**src/rtl/drt_pkg.sv**
```systemverilog
package drt_pkg;

	localparam int unsigned DW = 32;
	localparam int unsigned CW = 16;
	localparam int unsigned DIV_STEPS = 64;

	localparam logic [CW-1:0] INTERVAL_RESET = 16'd2016;
	localparam logic [CW-1:0] SPACING_RESET = 16'd60;
	localparam logic [DW-1:0] DIFF_ONE = 32'h0001_0000;

	// register index on the configuration port
	typedef enum logic [0:0] {
		REG_INTERVAL = 1'b0,
		REG_SPACING  = 1'b1
	} reg_idx_t;

	typedef logic [2:0] step_t;

	localparam step_t STEP_ACCEPT = 3'd0;
	localparam step_t STEP_WINDOW = 3'd1;
	localparam step_t STEP_MUL1   = 3'd2;
	localparam step_t STEP_MUL2   = 3'd3;
	localparam step_t STEP_DIV    = 3'd4;
	localparam step_t STEP_CLAMP  = 3'd5;
	localparam step_t STEP_EMIT   = 3'd6;

	typedef enum logic [2:0] {
		OP_NOP,
		OP_ACCEPT,
		OP_WINDOW,
		OP_MUL1,
		OP_MUL2,
		OP_DIV,
		OP_CLAMP,
		OP_EMIT
	} op_t;

	typedef enum logic [1:0] {
		WAIT_NONE,
		WAIT_IN,
		WAIT_OUT
	} wait_t;

	typedef enum logic [2:0] {
		COND_NEVER,
		COND_ALWAYS,
		COND_NO_ADJUST,
		COND_SPECIAL,
		COND_DIV_MORE
	} cond_t;

	typedef struct packed {
		op_t   op;
		wait_t hold;
		cond_t jump;
		step_t target;
	} ctrl_t;

	// control store: hold a step while its wait condition is true,
	// then jump to target if the jump condition holds, else advance
	function automatic ctrl_t ucode(step_t s);
		ctrl_t w;
		unique case (s)
			STEP_ACCEPT: w = '{OP_ACCEPT, WAIT_IN,   COND_NEVER,     STEP_ACCEPT};
			STEP_WINDOW: w = '{OP_WINDOW, WAIT_NONE, COND_NO_ADJUST, STEP_EMIT};
			STEP_MUL1:   w = '{OP_MUL1,   WAIT_NONE, COND_SPECIAL,   STEP_CLAMP};
			STEP_MUL2:   w = '{OP_MUL2,   WAIT_NONE, COND_NEVER,     STEP_ACCEPT};
			STEP_DIV:    w = '{OP_DIV,    WAIT_NONE, COND_DIV_MORE,  STEP_DIV};
			STEP_CLAMP:  w = '{OP_CLAMP,  WAIT_NONE, COND_NEVER,     STEP_ACCEPT};
			STEP_EMIT:   w = '{OP_EMIT,   WAIT_OUT,  COND_ALWAYS,    STEP_ACCEPT};
			default:     w = '{OP_NOP,    WAIT_NONE, COND_ALWAYS,    STEP_ACCEPT};
		endcase
		return w;
	endfunction

endpackage

```
**src/rtl/difficulty_retarget_unit.sv**
```systemverilog
// Difficulty retarget over fixed windows of adjust_interval valid blocks. Each
// input transfer yields exactly one result transfer carrying the difficulty
// (unsigned Q16.16) after that block and a flag set when the block closed a
// window and the difficulty was recomputed. A small microcode sequencer runs
// each item: an item that does not retarget goes from the window step to the
// emit step, a retarget whose elapsed time is not positive (or with zero
// difficulty) skips to the clamp step, and a full retarget runs the bit-serial
// restoring divider that produces one quotient bit of the 64-bit quotient per
// cycle. A new item is taken while the previous result still waits in the
// output register; the emit step holds until that result has been taken.
// Configuration writes take effect at the next clock edge; make them only while
// no item is in flight.
module difficulty_retarget_unit
	import drt_pkg::*;
(
	input  logic          clk,
	input  logic          arst_n,

	input  logic          in_valid,
	output logic          in_ready,
	input  logic          block_valid,
	input  logic [DW-1:0] block_time,

	output logic          out_valid,
	input  logic          out_ready,
	output logic [DW-1:0] difficulty_out,
	output logic          retargeted,

	input  logic          cfg_we,
	input  logic [0:0]    cfg_index,
	input  logic [CW-1:0] cfg_data
);

	localparam logic [5:0] DIV_LAST = 6'(DIV_STEPS - 1);

	// control and architectural state
	step_t         step_q;
	logic [CW-1:0] interval_q;
	logic [CW-1:0] spacing_q;
	logic [CW-1:0] pos_q;
	logic [DW-1:0] start_q;
	logic [DW-1:0] diff_q;
	logic          out_valid_q;

	// datapath registers
	logic            bvalid_q;
	logic [DW-1:0]   time_q;
	logic            done_q;
	logic [DW-1:0]   sxi_q;
	logic [DW-1:0]   div_q;
	logic [2*DW-1:0] quo_q;
	logic [DW-1:0]   rem_q;
	logic [5:0]      cnt_q;
	logic [DW-1:0]   out_diff_q;
	logic            out_done_q;

	ctrl_t cw;
	logic  stall;
	logic  jump_taken;
	step_t step_d;

	logic [CW-1:0] pos_inc;
	logic          closes;
	logic          adjust;
	logic          special;
	logic [DW:0]   rem_shift;
	logic          sub_ok;
	logic [DW:0]   upper_sum;
	logic [DW-1:0] upper;
	logic [DW+1:0] lower_sum;
	logic [DW-1:0] lower;
	logic [DW-1:0] clamped;

	assign cw = ucode(step_q);

	assign in_ready = arst_n && (cw.hold == WAIT_IN);
	assign out_valid = out_valid_q;
	assign difficulty_out = out_diff_q;
	assign retargeted = out_done_q;

	always_comb begin
		pos_inc = pos_q + 16'd1;
		closes = (pos_inc == '0) || (pos_inc >= interval_q);
		adjust = bvalid_q && closes && (interval_q > 16'd1);
		special = (diff_q == '0) || (time_q <= start_q);

		rem_shift = {rem_q, quo_q[2*DW-1]};
		sub_ok = rem_shift >= {1'b0, div_q};

		upper_sum = {1'b0, diff_q} + 33'(DIFF_ONE);
		upper = upper_sum[DW] ? '1 : upper_sum[DW-1:0];
		lower_sum = {1'b0, diff_q, 1'b0} + {2'b00, diff_q};
		lower = lower_sum[DW+1:2];
		if (quo_q > {{DW{1'b0}}, upper}) begin
			clamped = upper;
		end else if (quo_q < {{DW{1'b0}}, lower}) begin
			clamped = lower;
		end else begin
			clamped = quo_q[DW-1:0];
		end
	end

	always_comb begin
		unique case (cw.hold)
			WAIT_IN:  stall = !in_valid;
			WAIT_OUT: stall = out_valid_q && !out_ready;
			default:  stall = 1'b0;
		endcase
		unique case (cw.jump)
			COND_ALWAYS:    jump_taken = 1'b1;
			COND_NO_ADJUST: jump_taken = !adjust;
			COND_SPECIAL:   jump_taken = special;
			COND_DIV_MORE:  jump_taken = (cnt_q != DIV_LAST);
			default:        jump_taken = 1'b0;
		endcase
		if (stall) begin
			step_d = step_q;
		end else if (jump_taken) begin
			step_d = cw.target;
		end else begin
			step_d = step_q + 3'd1;
		end
	end

	always_ff @(posedge clk or negedge arst_n) begin
		if (!arst_n) begin
			step_q <= STEP_ACCEPT;
			interval_q <= INTERVAL_RESET;
			spacing_q <= SPACING_RESET;
			pos_q <= '0;
			start_q <= '0;
			diff_q <= DIFF_ONE;
			out_valid_q <= 1'b0;
		end else begin
			step_q <= step_d;
			if (cfg_we) begin
				unique case (reg_idx_t'(cfg_index))
					REG_INTERVAL: interval_q <= cfg_data;
					REG_SPACING:  spacing_q <= cfg_data;
				endcase
			end
			if (cw.op == OP_WINDOW && bvalid_q) begin
				if (pos_q == '0) begin
					start_q <= time_q;
				end
				pos_q <= closes ? '0 : pos_inc;
			end
			if (cw.op == OP_CLAMP) begin
				diff_q <= clamped;
			end
			// load the result slot, else drop it once the transfer completes
			if (cw.op == OP_EMIT && !stall) begin
				out_valid_q <= 1'b1;
			end else if (out_ready) begin
				out_valid_q <= 1'b0;
			end
		end
	end

	always_ff @(posedge clk) begin
		unique case (cw.op)
			OP_ACCEPT: begin
				if (in_valid) begin
					bvalid_q <= block_valid;
					time_q <= block_time;
				end
			end
			OP_WINDOW: begin
				done_q <= adjust;
			end
			OP_MUL1: begin
				sxi_q <= {16'd0, spacing_q} * {16'd0, interval_q};
				div_q <= time_q - start_q;
				// preset the quotient so the clamp picks the right bound
				if (diff_q == '0 || time_q < start_q) begin
					quo_q <= '0;
				end else begin
					quo_q <= '1;
				end
			end
			OP_MUL2: begin
				quo_q <= 64'(diff_q) * 64'(sxi_q);
				rem_q <= '0;
				cnt_q <= '0;
			end
			OP_DIV: begin
				if (sub_ok) begin
					rem_q <= DW'(rem_shift - {1'b0, div_q});
				end else begin
					rem_q <= rem_shift[DW-1:0];
				end
				quo_q <= {quo_q[2*DW-2:0], sub_ok};
				cnt_q <= cnt_q + 6'd1;
			end
			OP_EMIT: begin
				if (!stall) begin
					out_diff_q <= diff_q;
					out_done_q <= done_q;
				end
			end
			default: begin
			end
		endcase
	end

	a_emit_loads: assert property (@(posedge clk) disable iff (!arst_n)
		$rose(out_valid_q) |-> $past(cw.op == OP_EMIT))
		else $error("result slot loaded outside the emit step");

	a_div_nonzero: assert property (@(posedge clk) disable iff (!arst_n)
		(cw.op == OP_DIV) |-> (div_q != '0))
		else $error("divider running with a zero divisor");

	a_clamp_upper: assert property (@(posedge clk) disable iff (!arst_n)
		(cw.op == OP_CLAMP) |=> (diff_q <= $past(upper)))
		else $error("new difficulty above its upper bound");

	a_ready_idle: assert property (@(posedge clk) disable iff (!arst_n)
		(in_valid && in_ready) |=> (cw.op == OP_WINDOW))
		else $error("input transfer did not start the window step");

endmodule

```
**config.mk**
```make
export PLATFORM = sky130hd
export DESIGN_NAME = difficulty_retarget_unit
export DESIGN_NICKNAME = d
export VERILOG_FILES = /design/src/rtl/drt_pkg.sv /design/src/rtl/difficulty_retarget_unit.sv
export SDC_FILE = /design/constraint.sdc
export NUM_CORES = 2
export LEC_CHECK = 0
export ABC_CLOCK_PERIOD_IN_PS = 23800
export BUFFER_PORTS_ARGS = -buffer_cell sky130_fd_sc_hd__clkbuf_2
export CORE_MARGIN = 2
export CORE_UTILIZATION = 52
export CTS_CLUSTER_SIZE = 16
export DETAILED_ROUTE_END_ITERATION = 8
export PLACE_DENSITY = 0.76
export SYNTH_ARGS = -nofsm -noshare
export SYNTH_HDL_FRONTEND = slang
export SYNTH_SLANG_ARGS = --single-unit
```
**constraint.sdc**
```tcl
create_clock -name clk -period 23.8 [get_ports clk]
set_clock_uncertainty 0.2 [all_clocks]
set_input_delay 4.76 -clock clk [delete_from_list [all_inputs] [get_ports clk]]
set_output_delay 4.76 -clock clk [all_outputs]
set_load 0.03 [all_outputs]
```
==> results.sh <==
export IMPL_cts_resized_gates=0
export IMPL_cts_reportedPaths_clkPinSlew_ps=60
export IMPL_grt_overflow=0
export IMPL_final_util_pct=54.96
export IMPL_cts_buffers=40
export IMPL_final_nets=8294
export IMPL_r2r_end="quo_q[56]"
export IMPL_drive_gt1_share_pct=4.659
export IMPL_syn_nets=8430
export IMPL_synth_area_mm2=0.06257
export IMPL_clock_sinks=349
export IMPL_ios=90
export IMPL_synth_top_area_share_pct=34.97
export IMPL_yosysWarnings=0
export IMPL_synth_area_leaders="fa_1, ha_1, edfxtp_1"
export IMPL_synth_area_per_cell_um2=9.319
export IMPL_slew_headroom_pct=19.79
export IMPL_async_flop_share_pct=33.24
export IMPL_clock_path_buffers=3
export IMPL_critPathLaunchType="input pin"
export IMPL_ys_ff_latch=349
export IMPL_placement_io_buffers=89
export IMPL_r2r_start="sxi_q[5]"
export IMPL_required_ps=18840
export IMPL_cp_max_fo=39
export IMPL_die_x_um=350.9
export IMPL_grt_max_degree=66
export IMPL_cts_htree_levels=2
export IMPL_place_gp_congestion=0.9369
export IMPL_cp_slowest_stage_delay_ps=410
export IMPL_tns_ps=0
export IMPL_synth_simple_area_share_pct=15.95
export IMPL_crit_chain="buf_4 -> and3_1 -> clkbuf_2"
export IMPL_whs_endpoint="retargeted"
export IMPL_crit_arrival_ps=5690
export IMPL_synthFlopType="edfxtp_1"
export IMPL_synth_mux_area_share_pct=0.7098
export IMPL_vias=46220
export IMPL_syn2layout_area_growth_pct=5.099
export IMPL_clock_latency_ps=610
export IMPL_synth_top_family_by_area="adder cells"
export IMPL_vias_per_cell=5.620
export IMPL_cts_hold_buffers=0
export IMPL_die_h_um=350.9
export IMPL_drt_wl_total_um=149800
export IMPL_synth_edff_count=233
export IMPL_grt_pass1_vias=49470
export IMPL_yosysSeqAreaShare_pct=15.84
export IMPL_worst_pin_slew_ps=1203
export IMPL_synth_fa_ha_area_share_pct=46.31
export IMPL_synth_area_leader_cell="fa_1"
export IMPL_syn_inst=6715
export IMPL_post_route_min_period_ps=10650
export IMPL_dp_hpwl_um=117500
export IMPL_hold_start="done_q"
export IMPL_cts_tree="built"
export IMPL_crit_type="input pin to output port"
export IMPL_ctsRootBufferMaster="clkbuf_16"
export IMPL_rrSetupSlack_ps=14780
export IMPL_fp_row_count=127
export IMPL_timing_fmax_mhz=93.87
export IMPL_cp_end_kind="output port"
export IMPL_post_cts_setup_buffers=0
export IMPL_drt_iter0_drc=3201
export IMPL_die_area_mm2=0.1231
export IMPL_hold_violations=0
export IMPL_finalMaxSlewViolations=0
export IMPL_ff2ff_path_depth=25
export IMPL_ys_types=88
export IMPL_grt_usage_pct=25.49
export IMPL_wl_per_cell_um=18.22
export IMPL_synth_xor_area_share_pct=2.771
export IMPL_drc=0
export IMPL_ant_nets=0
export IMPL_cap_violations=0
export IMPL_cpMaxStageDelayCell="buf_4"
export IMPL_start_util_pct=52.30
export IMPL_fp_coreArea_mm2=0.1197
export IMPL_first_pass_iters=5
export IMPL_hold_path_class="register to register"
export IMPL_hold_depth=0
export IMPL_rsz0062_at_grt="no"
export IMPL_setup_viol=0
export IMPL_finalCritPeriodShare_pct=44.76
export IMPL_synth_compound_area_share_pct=8.822
export IMPL_status="complete, no violations"
export IMPL_final_cell_mix="inv_1, fa_1, nand2_1"
export IMPL_grt_pass1_wl_um=254300
export IMPL_antenna_found_initial=2
export IMPL_final_common_cell="inv_1"
-- through the flow --
stage	hold slack (ps)	setup WS, ps	cell area (um2)	instances
2_1_floorplan	200.3	13760	62570	6715
3_5_place_dp	207.9	13110	64320	8149
5_1_grt	244.4	13060	65760	8223
3_3_place_gp	207.0	13100	64320	8149
6_report	222.7	13150	65760	8224
4_1_cts	222.8	13110	65760	8223
-- cell type report --
type / count / area (um2)
Fill cell: 10360 / 53890
Clock inverter: 26 / 360.3
Multi-Input combinational cell: 4782 / 46700
Tap cell: 1612 / 2017
Inverter: 1239 / 4651
Timing Repair Buffer: 167 / 1033
Antenna cell: 1 / 2.502
Sequential cell: 349 / 9913
Clock buffer: 48 / 1082
-- cell families after synthesis --
logic type               after synthesis
AO/OA/AOI/OAI                        867
XOR/XNOR                             198
adder cells (fa/ha/maj)             1660
buffers and inverters               1584
flip-flops                           349
multiplexers                          42
AND/OR/NAND/NOR                     2015
-- registers in the layout, summed over array words and instances (netlist names) --
register and count:
interval_q 16, start_q 32, quo_q 64, retargeted 1
div_q 32, done_q 1, out_valid 1, diff_q 32
difficulty_out 32, time_q 32, cnt_q 6, pos_q 16
rem_q 32, bvalid_q 1, step_q 3, sxi_q 32
spacing_q 16
-- layer usage --
layer / up-vias / GRT usage [%] / routed length (um)
li1: 20700 / - / -
met1: 23610 / 34.51 / 63440
met2: 1622 / 43.26 / 72640
met3: 292 / 2.914 / 9779
met4: 0 / 7.401 / 3946
met5: - / 0 / 0
-- synthesized netlist by cell type, drive strengths merged (21+ instances only) --
cell type	number
nor2	180
o21ai	219
dfrtp	105
o21bai	36
inv	1239
nor3	35
and3	33
nor2b	32
and2	696
xnor2	127
nand3	69
o21a	28
buf	24
a211oi	21
a21oi	274
ha	567
clkbuf	321
mux2i	23
a21o	118
nand4	47
fa	1093
nand2b	27
nand2	839
edfxtp	233
xor2	71
-- worst max-delay path by stage --
stage | from | endpoint | slack, ps | cells past startpoint
3_3_place_gp | arst_n | in_ready | 13100 | 3
5_1_grt | arst_n | in_ready | 13060 | 3
3_5_place_dp | arst_n | in_ready | 13110 | 3
4_1_cts | arst_n | in_ready | 13110 | 3
2_1_floorplan | arst_n | in_ready | 13760 | 1
6_report | arst_n | in_ready | 13150 | 3
-- critical path, delay by kind of cell --
kind	cells	cell delay [ps]
and+or+nand+nor	1	290
buffers and inverters	2	640
Power is left out: the tool's default activity adds up to more than one toggle a clock period on the data nets, which glitch-free logic cannot reach.
